### src/hdl/scgi_pkg.sv
`timescale 1ns / 1ps

package scgi_pkg;

  // default width of the header length counter
  localparam int LENGTH_BITS_DEF = 16;

  // reset value of the pair limit register
  localparam logic [7:0] MAX_PAIRS_RST = 8'd64;

  // characters the parser looks at
  localparam logic [7:0] CH_NUL   = 8'h00;
  localparam logic [7:0] CH_COLON = 8'h3A;
  localparam logic [7:0] CH_COMMA = 8'h2C;
  localparam logic [7:0] CH_EQ    = 8'h3D;
  localparam logic [7:0] CH_ONE   = 8'h31;

  // lengths of the two names that are matched
  localparam logic [3:0] CL_NAME_LEN   = 4'd14;
  localparam logic [3:0] SCGI_NAME_LEN = 4'd4;
  localparam logic [3:0] NAME_POS_MAX  = 4'd15;

  typedef enum logic [1:0] {
    PH_LEN,
    PH_NAME,
    PH_VALUE,
    PH_COMMA
  } phase_t;

  typedef enum logic [3:0] {
    ST_OK          = 4'd0,
    ST_BAD_SIZE    = 4'd1,
    ST_NO_COLON    = 4'd2,
    ST_NO_COMMA    = 4'd3,
    ST_CUT_PAIR    = 4'd4,
    ST_NO_CLEN     = 4'd5,
    ST_EMPTY_LEN   = 4'd6,
    ST_BAD_VERSION = 4'd7,
    ST_TOO_MANY    = 4'd8
  } status_t;

  // per-frame state, apart from the phase and the length counter
  typedef struct packed {
    logic       digit_seen;
    logic [3:0] name_pos;
    logic [1:0] name_matches;   // bit 0: content length name, bit 1: scgi name
    logic [1:0] value_len;      // saturates at 3
    logic       value_is_one;
    logic [7:0] pairs_done;
    logic       version_found;
    status_t    pending_error;
  } frame_t;

  localparam frame_t FRAME_CLEAR = '{
    digit_seen:    1'b0,
    name_pos:      4'd0,
    name_matches:  2'b11,
    value_len:     2'd0,
    value_is_one:  1'b0,
    pairs_done:    8'd0,
    version_found: 1'b0,
    pending_error: ST_OK
  };

  // one result word
  typedef struct packed {
    logic [7:0] out_byte;
    logic       is_header;
    logic       pair_end;
    logic       frame_done;
    status_t    status;
    logic [7:0] pair_count;
  } result_t;

  // characters of the content length name by position
  function automatic logic [7:0] cl_char(input logic [3:0] pos);
    logic [7:0] ch;
    unique case (pos)
      4'd0:    ch = 8'h43;  // C
      4'd1:    ch = 8'h4F;  // O
      4'd2:    ch = 8'h4E;  // N
      4'd3:    ch = 8'h54;  // T
      4'd4:    ch = 8'h45;  // E
      4'd5:    ch = 8'h4E;  // N
      4'd6:    ch = 8'h54;  // T
      4'd7:    ch = 8'h5F;  // _
      4'd8:    ch = 8'h4C;  // L
      4'd9:    ch = 8'h45;  // E
      4'd10:   ch = 8'h4E;  // N
      4'd11:   ch = 8'h47;  // G
      4'd12:   ch = 8'h54;  // T
      4'd13:   ch = 8'h48;  // H
      default: ch = 8'h00;
    endcase
    return ch;
  endfunction

  // characters of SCGI by position
  function automatic logic [7:0] scgi_char(input logic [3:0] pos);
    logic [7:0] ch;
    unique case (pos)
      4'd0:    ch = 8'h53;  // S
      4'd1:    ch = 8'h43;  // C
      4'd2:    ch = 8'h47;  // G
      4'd3:    ch = 8'h49;  // I
      default: ch = 8'h00;
    endcase
    return ch;
  endfunction

endpackage

### src/hdl/scgi_in_stage.sv
`timescale 1ns / 1ps

module scgi_in_stage import scgi_pkg::*; (
  input  logic       clk,
  input  logic       rst,
  input  logic       in_valid,
  output logic       in_ready,
  input  logic [7:0] in_byte,
  input  logic       advance,
  output logic       hold_valid,
  output logic [7:0] hold_byte
);

  // the held word may be replaced whenever it is empty or moves on this cycle
  assign in_ready = !hold_valid || advance;

  // valid flag
  always_ff @(posedge clk) begin
    if (rst) begin
      hold_valid <= 1'b0;
    end else if (in_ready) begin
      hold_valid <= in_valid;
    end
  end

  // payload
  always_ff @(posedge clk) begin
    if (in_ready && in_valid) begin
      hold_byte <= in_byte;
    end
  end

endmodule

### src/hdl/scgi_step.sv
`timescale 1ns / 1ps

module scgi_step import scgi_pkg::*; #(
  parameter int LENGTH_BITS = LENGTH_BITS_DEF
) (
  input  phase_t                 phase,
  input  frame_t                 frame,
  input  logic [LENGTH_BITS-1:0] bytes_left,
  input  logic [7:0]             in_byte,
  input  logic [7:0]             max_pairs,
  output phase_t                 phase_next,
  output frame_t                 frame_next,
  output logic [LENGTH_BITS-1:0] bytes_left_next,
  output result_t                res
);

  localparam int VW = LENGTH_BITS + 4;

  logic                   is_digit;
  logic                   is_colon;
  logic                   is_nul;
  logic                   in_payload;
  logic [VW-1:0]          len_ext;
  logic [VW-1:0]          len_val;
  logic                   len_ovf;
  logic [LENGTH_BITS-1:0] bl_dec;
  logic                   last;
  logic                   done;
  logic                   closes_pair;
  logic [7:0]             pairs_inc;
  logic                   too_many;
  status_t                pair_err;
  logic                   pair_ver;
  logic                   cut;

  // byte decode
  assign is_digit   = (in_byte >= 8'h30) && (in_byte <= 8'h39);
  assign is_colon   = (in_byte == CH_COLON);
  assign is_nul     = (in_byte == CH_NUL);
  assign in_payload = (phase == PH_NAME) || (phase == PH_VALUE);

  // length accumulate: value * 10 + digit, overflow when upper bits set
  assign len_ext = {4'b0000, bytes_left};
  assign len_val = (len_ext << 3) + (len_ext << 1) + VW'(in_byte[3:0]);
  assign len_ovf = |len_val[VW-1:LENGTH_BITS];

  // payload countdown
  assign bl_dec = bytes_left - LENGTH_BITS'(1);
  assign last   = in_payload && (bl_dec == '0);

  // frame end: any length error, or the trailing byte
  assign done = ((phase == PH_LEN) &&
                 ((is_digit && len_ovf) ||
                  (is_colon && !frame.digit_seen) ||
                  (!is_digit && !is_colon))) ||
                (phase == PH_COMMA);

  // pair completion
  assign closes_pair = (phase == PH_VALUE) && is_nul;
  assign pairs_inc   = (frame.pairs_done == 8'hFF) ? frame.pairs_done
                                                   : frame.pairs_done + 8'd1;
  assign too_many    = (pairs_inc >= max_pairs);

  // check of a completed pair, first error only
  always_comb begin
    pair_err = frame.pending_error;
    pair_ver = frame.version_found;
    if (frame.pending_error == ST_OK) begin
      if (frame.pairs_done == 8'd0) begin
        priority if (!frame.name_matches[0]) begin
          pair_err = ST_NO_CLEN;
        end else if (frame.value_len == 2'd0) begin
          pair_err = ST_EMPTY_LEN;
        end else if (too_many) begin
          pair_err = ST_TOO_MANY;
        end else begin
          pair_err = ST_OK;
        end
      end else begin
        priority if (too_many) begin
          pair_err = ST_TOO_MANY;
        end else if (frame.name_matches[1] && !frame.version_found) begin
          if ((frame.value_len == 2'd1) && frame.value_is_one) begin
            pair_ver = 1'b1;
          end else begin
            pair_err = ST_BAD_VERSION;
          end
        end else begin
          pair_err = ST_OK;
        end
      end
    end
  end

  // payload ending inside a name or a value
  assign cut = (phase == PH_NAME) || ((phase == PH_VALUE) && !is_nul);

  // next phase
  always_comb begin
    phase_next = phase;
    unique case (phase)
      PH_LEN: begin
        if (is_colon && frame.digit_seen) begin
          phase_next = (bytes_left == '0) ? PH_COMMA : PH_NAME;
        end
      end
      PH_NAME: begin
        if (last) begin
          phase_next = PH_COMMA;
        end else if (is_nul) begin
          phase_next = PH_VALUE;
        end
      end
      PH_VALUE: begin
        if (last) begin
          phase_next = PH_COMMA;
        end else if (is_nul) begin
          phase_next = PH_NAME;
        end
      end
      PH_COMMA: phase_next = PH_LEN;
      default:  phase_next = PH_LEN;
    endcase
  end

  // next frame state and length counter
  always_comb begin
    frame_next      = frame;
    bytes_left_next = bytes_left;
    unique case (phase)
      PH_LEN: begin
        if (is_digit) begin
          if (!len_ovf) begin
            bytes_left_next       = len_val[LENGTH_BITS-1:0];
            frame_next.digit_seen = 1'b1;
          end
        end else if (is_colon && frame.digit_seen && (bytes_left == '0)) begin
          frame_next.pending_error = ST_NO_CLEN;
        end
      end
      PH_NAME: begin
        if (is_nul) begin
          frame_next.name_matches = {
            frame.name_matches[1] && (frame.name_pos == SCGI_NAME_LEN),
            frame.name_matches[0] && (frame.name_pos == CL_NAME_LEN)
          };
          frame_next.name_pos     = 4'd0;
          frame_next.value_len    = 2'd0;
          frame_next.value_is_one = 1'b0;
        end else begin
          if (!((frame.name_pos < CL_NAME_LEN) && (cl_char(frame.name_pos) == in_byte))) begin
            frame_next.name_matches[0] = 1'b0;
          end
          if (!((frame.name_pos < SCGI_NAME_LEN) &&
                (scgi_char(frame.name_pos) == in_byte))) begin
            frame_next.name_matches[1] = 1'b0;
          end
          if (frame.name_pos < NAME_POS_MAX) begin
            frame_next.name_pos = frame.name_pos + 4'd1;
          end
        end
      end
      PH_VALUE: begin
        if (is_nul) begin
          frame_next.pairs_done    = pairs_inc;
          frame_next.pending_error = pair_err;
          frame_next.version_found = pair_ver;
          frame_next.name_pos      = 4'd0;
          frame_next.name_matches  = 2'b11;
        end else begin
          if ((frame.value_len == 2'd0) && (in_byte == CH_ONE)) begin
            frame_next.value_is_one = 1'b1;
          end
          if (frame.value_len != 2'd3) begin
            frame_next.value_len = frame.value_len + 2'd1;
          end
        end
      end
      PH_COMMA: begin
      end
      default: begin
      end
    endcase

    // countdown and end-of-payload checks
    if (in_payload) begin
      bytes_left_next = bl_dec;
      if (last && (frame_next.pending_error == ST_OK)) begin
        if (cut) begin
          frame_next.pending_error = ST_CUT_PAIR;
        end else if (frame_next.pairs_done == 8'd0) begin
          frame_next.pending_error = ST_NO_CLEN;
        end
      end
    end

    if (done) begin
      frame_next      = FRAME_CLEAR;
      bytes_left_next = '0;
    end
  end

  // result word
  always_comb begin
    res.out_byte   = ((phase == PH_NAME) && is_nul) ? CH_EQ : in_byte;
    res.is_header  = in_payload;
    res.pair_end   = closes_pair;
    res.frame_done = done;
    res.pair_count = closes_pair ? pairs_inc : frame.pairs_done;
    res.status     = ST_OK;
    unique case (phase)
      PH_LEN: begin
        if (done) begin
          res.status = (is_digit || is_colon) ? ST_BAD_SIZE : ST_NO_COLON;
        end
      end
      PH_COMMA: begin
        priority if (in_byte != CH_COMMA) begin
          res.status = ST_NO_COMMA;
        end else if (frame.pending_error != ST_OK) begin
          res.status = frame.pending_error;
        end else if (!frame.version_found) begin
          res.status = ST_BAD_VERSION;
        end else begin
          res.status = ST_OK;
        end
      end
      PH_NAME, PH_VALUE: res.status = ST_OK;
      default:           res.status = ST_OK;
    endcase
  end

endmodule

### src/hdl/scgi_header_stream_parser.sv
`timescale 1ns / 1ps

// SCGI header stream parser
// Input channel (in_valid / in_ready / in_byte) carries one raw stream byte
// per word. Output channel (out_valid / out_ready) carries one result word
// per input word: the echoed byte, header/pair markers, the frame end flag,
// its status and the running pair count.
// Configuration channel (cfg_valid / cfg_ready / cfg_data) writes max_pairs;
// it is always ready and should only be written while the parser is idle.
// Registers: a word passes through two register stages in all, the input
// register and then the result register.
// Throughput: one word per cycle while out_ready stays high, set by the single
// frame-state update that sits between the input register and the result register.
// Reset: the frame state returns to expecting length digits, both word
// registers empty, max_pairs back to 64.
// Output stall: the result register holds; the input register takes a word
// only while it is empty, then in_ready drops until out_ready returns.
module scgi_header_stream_parser import scgi_pkg::*; #(
  parameter int LENGTH_BITS = LENGTH_BITS_DEF
) (
  input  logic       clk,
  input  logic       rst,
  input  logic       in_valid,
  output logic       in_ready,
  input  logic [7:0] in_byte,
  output logic       out_valid,
  input  logic       out_ready,
  output logic [7:0] out_byte,
  output logic       is_header,
  output logic       pair_end,
  output logic       frame_done,
  output logic [3:0] status,
  output logic [7:0] pair_count,
  input  logic       cfg_valid,
  output logic       cfg_ready,
  input  logic [7:0] cfg_data
);

  logic                   advance;
  logic                   step_en;
  logic                   hold_valid;
  logic [7:0]             hold_byte;
  logic [7:0]             max_pairs;
  phase_t                 phase;
  phase_t                 phase_next;
  frame_t                 frame;
  frame_t                 frame_next;
  logic [LENGTH_BITS-1:0] bytes_left;
  logic [LENGTH_BITS-1:0] bytes_left_next;
  result_t                res_next;
  result_t                res;

  // result register free or being drained
  assign advance = !out_valid || out_ready;
  assign step_en = advance && hold_valid;

  scgi_in_stage u_in (
    .clk        (clk),
    .rst        (rst),
    .in_valid   (in_valid),
    .in_ready   (in_ready),
    .in_byte    (in_byte),
    .advance    (advance),
    .hold_valid (hold_valid),
    .hold_byte  (hold_byte)
  );

  scgi_step #(
    .LENGTH_BITS (LENGTH_BITS)
  ) u_step (
    .phase           (phase),
    .frame           (frame),
    .bytes_left      (bytes_left),
    .in_byte         (hold_byte),
    .max_pairs       (max_pairs),
    .phase_next      (phase_next),
    .frame_next      (frame_next),
    .bytes_left_next (bytes_left_next),
    .res             (res_next)
  );

  // configuration register
  assign cfg_ready = 1'b1;

  always_ff @(posedge clk) begin
    if (rst) begin
      max_pairs <= MAX_PAIRS_RST;
    end else if (cfg_valid) begin
      max_pairs <= cfg_data;
    end
  end

  // frame state
  always_ff @(posedge clk) begin
    if (rst) begin
      phase      <= PH_LEN;
      frame      <= FRAME_CLEAR;
      bytes_left <= '0;
    end else if (step_en) begin
      phase      <= phase_next;
      frame      <= frame_next;
      bytes_left <= bytes_left_next;
    end
  end

  // result register valid
  always_ff @(posedge clk) begin
    if (rst) begin
      out_valid <= 1'b0;
    end else if (advance) begin
      out_valid <= hold_valid;
    end
  end

  // result register payload
  always_ff @(posedge clk) begin
    if (step_en) begin
      res <= res_next;
    end
  end

  assign out_byte   = res.out_byte;
  assign is_header  = res.is_header;
  assign pair_end   = res.pair_end;
  assign frame_done = res.frame_done;
  assign status     = res.status;
  assign pair_count = res.pair_count;

endmodule

### config.mk
export PLATFORM = sky130hd
export DESIGN_NAME = scgi_header_stream_parser
export DESIGN_NICKNAME = d
export VERILOG_FILES = /design/src/hdl/scgi_pkg.sv /design/src/hdl/scgi_in_stage.sv /design/src/hdl/scgi_step.sv /design/src/hdl/scgi_header_stream_parser.sv
export SDC_FILE = /design/constraint.sdc
export NUM_CORES = 1
export LEC_CHECK = 0
export ABC_AREA = 1
export BUFFER_PORTS_ARGS = -buffer_cell sky130_fd_sc_hd__buf_2
export CORE_ASPECT_RATIO = 0.5
export CORE_MARGIN = 3
export CORE_UTILIZATION = 43
export DETAILED_ROUTE_END_ITERATION = 7
export HOLD_SLACK_MARGIN = 0.02
export PLACE_DENSITY_LB_ADDON = 0.15
export SLEW_MARGIN = 20
export SYNTH_ARGS = -nofsm -noshare
export SYNTH_HDL_FRONTEND = slang
export SYNTH_HIERARCHICAL = 1
export SYNTH_SLANG_ARGS = --single-unit
### constraint.sdc
create_clock -name clk -period 3.6 [get_ports clk]
set_clock_uncertainty 0.05 [all_clocks]
set_input_delay 0.72 -clock clk [delete_from_list [all_inputs] [get_ports clk]]
set_output_delay 0.72 -clock clk [all_outputs]
set_load 0.01 [all_outputs]
# Yosys cells after proc, flatten, opt, wreduce, memory -nomap -nowiden
# Memory sizes are Yosys's and may differ from the RTL's. A register that Yosys moved wholly into a read port is not among the register bits.
# Index checks and enable logic that the tools add are counted.
# W data, S select, Z words.
# word_totals
ff_bits,82
romBits,96
inputBits,21
out_inout_bits,26
word_cells,196
memories,1
# memory_table
memory,words,width,rd,rd_clocked_by_memory_dff,wr,line_no,text
(no name shown),16,6,1,1,0,scgi_pkg.sv:78,unique case (pos)
# classes
add_sub_neg,6
magnitude_cmp,6
eq_ne,31
n_mux,63
reduce_logical,68
# ops
op,n
$mux W16,5
$mux W4,20
$mux W8,6
$logic_not A16 Y1,2
$pmux W7 S4,1
$logic_not A8 Y1,3
$reduce_and A4 Y1,6
$mux W23,1
$logic_and A1 B1 Y1,21
$add A19 B17 Y20,1
$add A20 B4 Y20,1
$pmux W9 S2,1
$eq A8 B6 Y1 const B,2
$eq A8 B8 Y1,2
$mux W2,8
$sub A16 B1 Y16 const B,1
$reduce_bool A2 Y1,7
$mux W13,1
$logic_not A4 Y1,3
$mux W6,2
$ne A3 B1 Y1 const B,4
$pmux W4 S3,1
$mux W1,11
$reduce_and A5 Y1,2
other kinds (34),62

# Logic depth before layout (Yosys ltp)
# depth
ltp_word,18
depth_mapped,29
mapped_depth_nobuf,29

# By module
# The synthesis kept the hierarchy.
# by_module_without_submodules
module,instances,cells_per_inst,area_per_inst_um2,seq_area_each_um2
scgi_step,1,774,4065.1,0.0
scgi_header_stream_parser,1,330,2851.5,1691.6
scgi_in_stage,1,14,287.8,260.2

# Worst setup path before layout
# No wires, ideal clock.
# synth_timing
kind,reg-to-reg
startpoint,reg u_in.hold_byte[3]
endpoint,reg bytes_left[5]
setup_ns,0.115
arrival_time_ns,3.092
required_ns,3.435
setup_slack_ns,0.343
stages_incl_launch_ff,23
path_buffers,1
period_less_slack_ns,3.257
cell_sequence,edfxtp_1 -> fa_1 -> inv_1 -> fa_1 -> inv_1 -> nand3_1 -> nand2_2 -> a21oi_4 -> o21ai_4 -> nand3_1 -> nand3_1 -> nand2_1 -> nor2_4 -> nand3_2 -> buf_2 -> nand2_1 -> nand3_1 -> nand2_1 -> inv_1 -> inv_1 -> nand3_1 -> nand2_1 -> nor2_1
# synth_between
word_cells_on_any_way,24
classes_between,add/sub: 1; order compare: 2; eq/ne: 2; mux: 5; reduce/logical: 14
# synth_rtl
item,line_no,text
start: declaration,scgi_in_stage.sv:11,output logic [7:0] hold_byte
start signal: assignment,scgi_in_stage.sv:29,hold_byte <= in_byte;
"$add A20 B4 Y20, or another cell as far along",scgi_step.sv:44,assign len_val = (len_ext << 3) + (len_ext << 1) + VW'(in_byte[3:0]);
$reduce_or A4 Y1 or $logic_and A1 B1 Y1 (tied branches),"scgi_step.sv:45, scgi_step.sv:37",
$logic_and A1 B1 Y1 or $logic_not A1 Y1 (tied branches),"scgi_step.sv:53, scgi_step.sv:55",
$logic_or A1 B1 Y1 or $logic_and A1 B1 Y1 (tied branches),"scgi_step.sv:53, scgi_step.sv:55",
$logic_or A1 B1 Y1,scgi_step.sv:54,(is_colon && !frame.digit_seen) ||
$logic_and A1 B1 Y1,scgi_step.sv:52,assign done = ((phase == PH_LEN) &&
$logic_or A1 B1 Y1,scgi_step.sv:55,(!is_digit && !is_colon))) ||
$mux W16 (*),scgi_step.sv:197,if (done) begin
named net bytes_left_next[5],scgi_header_stream_parser.sv:49,logic [LENGTH_BITS-1:0] bytes_left_next;
end signal: assignment,scgi_header_stream_parser.sv:102,bytes_left <= bytes_left_next;
end: declaration,scgi_header_stream_parser.sv:48,logic [LENGTH_BITS-1:0] bytes_left;
# The timed path passes the listed nets; every way through them passes the cells marked *. The select of a mux whose other input is x is not followed.
# A chain may end at the register's enable or synchronous reset.

==> results.sh <==
export IMPL_syn_num_nets=1193
export IMPL_fin_ws_ps=268
export IMPL_pre_cts_slack_ps=55.6
export IMPL_ios=47
export IMPL_viasPerCell=5.16
export IMPL_area_sequential_um2=1960
export IMPL_power_density_nw_per_um2=353
export IMPL_drc_violation_count_after_routing=0
export IMPL_final_max_tran_viols=0
export IMPL_cp_slowest_cell="sky130_fd_sc_hd__fa_1"
export IMPL_max_clock_path_buffers=2
export IMPL_finalCritPeriodShare_pct=92.6
export IMPL_n_antenna_cell=0
export IMPL_source_of_the_worst_register_to_register_timing_path="u_in/hold_byte[3]"
export IMPL_worstPathRequired_ps=3830
export IMPL_hold_path_class="flop to flop"
export IMPL_number_of_flops_mapped_to_enable_cells_by_yosys=31
export IMPL_drt_total_wl_um=19500
export IMPL_critical_path_startpoint="u_in/hold_byte[3]"
export IMPL_slew_headroom_pct=39.6
export IMPL_drt_iter0_drc=536
export IMPL_clkSinkCount=82
export IMPL_gpl_final_weighted_congestion=0.917
export IMPL_synthCells=1118
export IMPL_timing_hold_ws_ps=422
export IMPL_clock_tree_root_buffer_cell="sky130_fd_sc_hd__clkbuf_16"
export IMPL_die_w_um=189
export IMPL_vias=7173
export IMPL_setup_tns_final_ps=0
export IMPL_peakVddDrop_v=0.000211
export IMPL_cp_buffers_inverters=4
export IMPL_routedWlPerCell_um=14.0
export IMPL_p_leak_nw=4.14
export IMPL_numCtsBuffers=9
export IMPL_critical_path_arrival_ps=3560
export IMPL_initial_core_util_pct=45.3
export IMPL_post_layout_nonfiller_instances=1391
export IMPL_endpoint_kind="flop"
export IMPL_synth_top_area_share_pct=14.2
export IMPL_hold_violations=0
export IMPL_ys_warn_count=6
export IMPL_nFillCells=1677
export IMPL_drive_above_1_share_pct=11.6
export IMPL_dp_hpwl_um=14500
export IMPL_report_final_setup_viol=0
export IMPL_floorplan_die_height_um=97.5
export IMPL_multi_input_area_um2=4420
export IMPL_crit_path_frequent_cell="sky130_fd_sc_hd__nand3_1"
export IMPL_grt_pass1_wl_um=32300
export IMPL_globalRouteOverflowTotal=0
export IMPL_die_area_um2=18400
export IMPL_postSynth_topFlopCell="sky130_fd_sc_hd__dfxtp_1"
export IMPL_cts_tree="yes"
export IMPL_synth_area_per_cell_um2=6.44
export IMPL_synth_top_cells_by_area="sky130_fd_sc_hd__dfxtp_1 (14%), sky130_fd_sc_hd__nand2_1 (13%), sky130_fd_sc_hd__edfxtp_1 (13%)"
export IMPL_final_antenna_net_count=0
export IMPL_flow_area_growth_from_synthesis_pct=12.4
export IMPL_rows=32
export IMPL_highest_clock_frequency_the_design_can_meet_mhz=300
export IMPL_first_global_vias=6644
export IMPL_worst_path_top_cell_family_by_delay="simple AND/OR/NAND/NOR gates"
export IMPL_count_of_unique_library_cells_instantiated_by_yosys=53
export IMPL_port_buffers=45
export IMPL_leading_area_contributor_after_synthesis="sky130_fd_sc_hd__dfxtp_1"
export IMPL_clk_pin_slew_ps=70
export IMPL_fin_util_pct=50.9
export IMPL_worst_pin_slew_ps=904
export IMPL_startpoint_type="flop"
export IMPL_path_max_fanout=7
export IMPL_htreeDepth=3
export IMPL_antenna_found_initial=0
export IMPL_fp_coreArea_um2=15900
export IMPL_overall_track_demand_over_capacity_in_global_routing_pct=21.0
export IMPL_detailedRoute_firstPassIterationCount=5
export IMPL_final_nets=1240
export IMPL_status="finished clean"
export IMPL_cp_slowest_stage_delay_ps=530
export IMPL_insertion_delay_ps=350
export IMPL_maximum_number_of_pins_on_one_net_before_global_route_repair=61
export IMPL_hp_start="max_pairs[6]"
export IMPL_post_synth_instance_area_um2=7200
export IMPL_postSynthRegisterBits=82
export IMPL_period_minus_slack_ps=3330
export IMPL_setup_worst_path_class="flop to flop"
export IMPL_placed_cells_incl_taps=1366
export IMPL_drv_cap=0
export IMPL_postSynth_asyncResetShare_pct=0
export IMPL_crit_path_cell_trace="fa_1 -> inv_1 -> fa_2 -> inv_1 -> nand3_1 -> nand2_2 -> a21oi_4 -> o21ai_4 -> nand3_1 -> nand3_1 -> nand2_1 -> nor2_4 -> nand2_2 -> nand2_4 -> nand2_8 -> clkbuf_16 -> a21oi_2 -> inv_1 -> nand3_1 -> nand2_1 -> nor2_1"
export IMPL_synth_seq_area_share_pct=27.1
[registers in the layout, indices dropped and copies added (netlist names)]
name             count
out_valid            1
phase                2
frame               23
out_byte             8
frame_done           1
pair_count           8
pair_end             1
is_header            1
u_in/hold_valid      1
bytes_left          16
status               4
max_pairs            8
u_in/hold_byte       8
[worst min-delay path, stage by stage (launching register included)]
cell                      delay (ps)
sky130_fd_sc_hd__dfxtp_1         330
sky130_fd_sc_hd__nand2_1          50
sky130_fd_sc_hd__nand3_1          60
[layout by cell type (no fill, tap or decap), drive strengths merged, types with 11 or more instances in the layout]
cell type	count
a21oi	86
buf	77
clkbuf	11
dfxtp	51
edfxtp	31
ha	52
inv	173
nand2	258
nand3	112
nand4	32
nor2	167
o21ai	43
xor2	19
[per-layer routing]
| metal | vias up | wire length, µm | GRT usage [%] |
|---|---|---|---|
| met2 | 163 | 8530 | 33.8 |
| met4 | 0 | 252 | 5.09 |
| met3 | 25 | 1030 | 3.57 |
| li1 | 3704 | - | - |
| met1 | 3281 | 9720 | 29.2 |
| met5 | - | 0 | 0 |
[kinds of logic after synthesis]
kind of cell    share of synthesized area (%)
simple gates                             34.8
buf+inv                                  12.9
compound gates                           12.5
flops                                    27.1
fa+ha+maj                                9.59
xor+xnor                                 3.04
other cells                            0.0521
[power by group]
group / total, W / switching [W] / internal [W]
clock network: 0.000899 / 0.000406 / 0.000493
registers: 0.00109 / 0.0000610 / 0.00102
logic: 0.000873 / 0.000559 / 0.000314
total: 0.00286 / 0.00103 / 0.00183
[per-stage QoR]
step / total power [W] / instance area [µm²]
after global routing: 0.00305 / 8100
after detailed placement: 0.00193 / 7650
final: 0.00286 / 8100
after floorplan: 0.00173 / 7200
after CTS: 0.00284 / 7940
after global placement: 0.00192 / 7650
[cell type report]
| cell class | count | share of cell area, % |
|---|---|---|
| clock buffer | 10 | 2.95 |
| clock inverter | 6 | 0.618 |
| inverter | 174 | 8.10 |
| multi-input combinational | 820 | 54.5 |
| sequential | 82 | 24.2 |
| tap | 221 | 3.41 |
| timing repair buffer | 78 | 6.21 |
[repair_timing]
action | in CTS | in global routing
resized for setup | 0 | 19
buffers inserted | 0 | 5
setup endpoints to repair | 0 | 40
hold buffers | 0 | 0
[cell usage after synthesis (14+ instances only)]
cell type and instances:
sky130_fd_sc_hd__a21oi_1 84, sky130_fd_sc_hd__buf_2 16, sky130_fd_sc_hd__clkbuf_1 14, sky130_fd_sc_hd__dfxtp_1 51, sky130_fd_sc_hd__edfxtp_1 31, sky130_fd_sc_hd__ha_1 52
sky130_fd_sc_hd__inv_1 168, sky130_fd_sc_hd__nand2_1 253, sky130_fd_sc_hd__nand3_1 108, sky130_fd_sc_hd__nand4_1 31, sky130_fd_sc_hd__nor2_1 162, sky130_fd_sc_hd__o21ai_0 39
sky130_fd_sc_hd__xor2_1 19
[final timing paths]
path | endpoint | slack (ps) | depth (start not counted)
worst max register to register | frame[15] | 270 | 21
worst min register to register | max_pairs[6] | 420 | 2
worst min-delay path | max_pairs[6] | 420 | 2
worst max-delay path | frame[15] | 270 | 21
No activity file was read; power rests on OpenSTA's default activity.
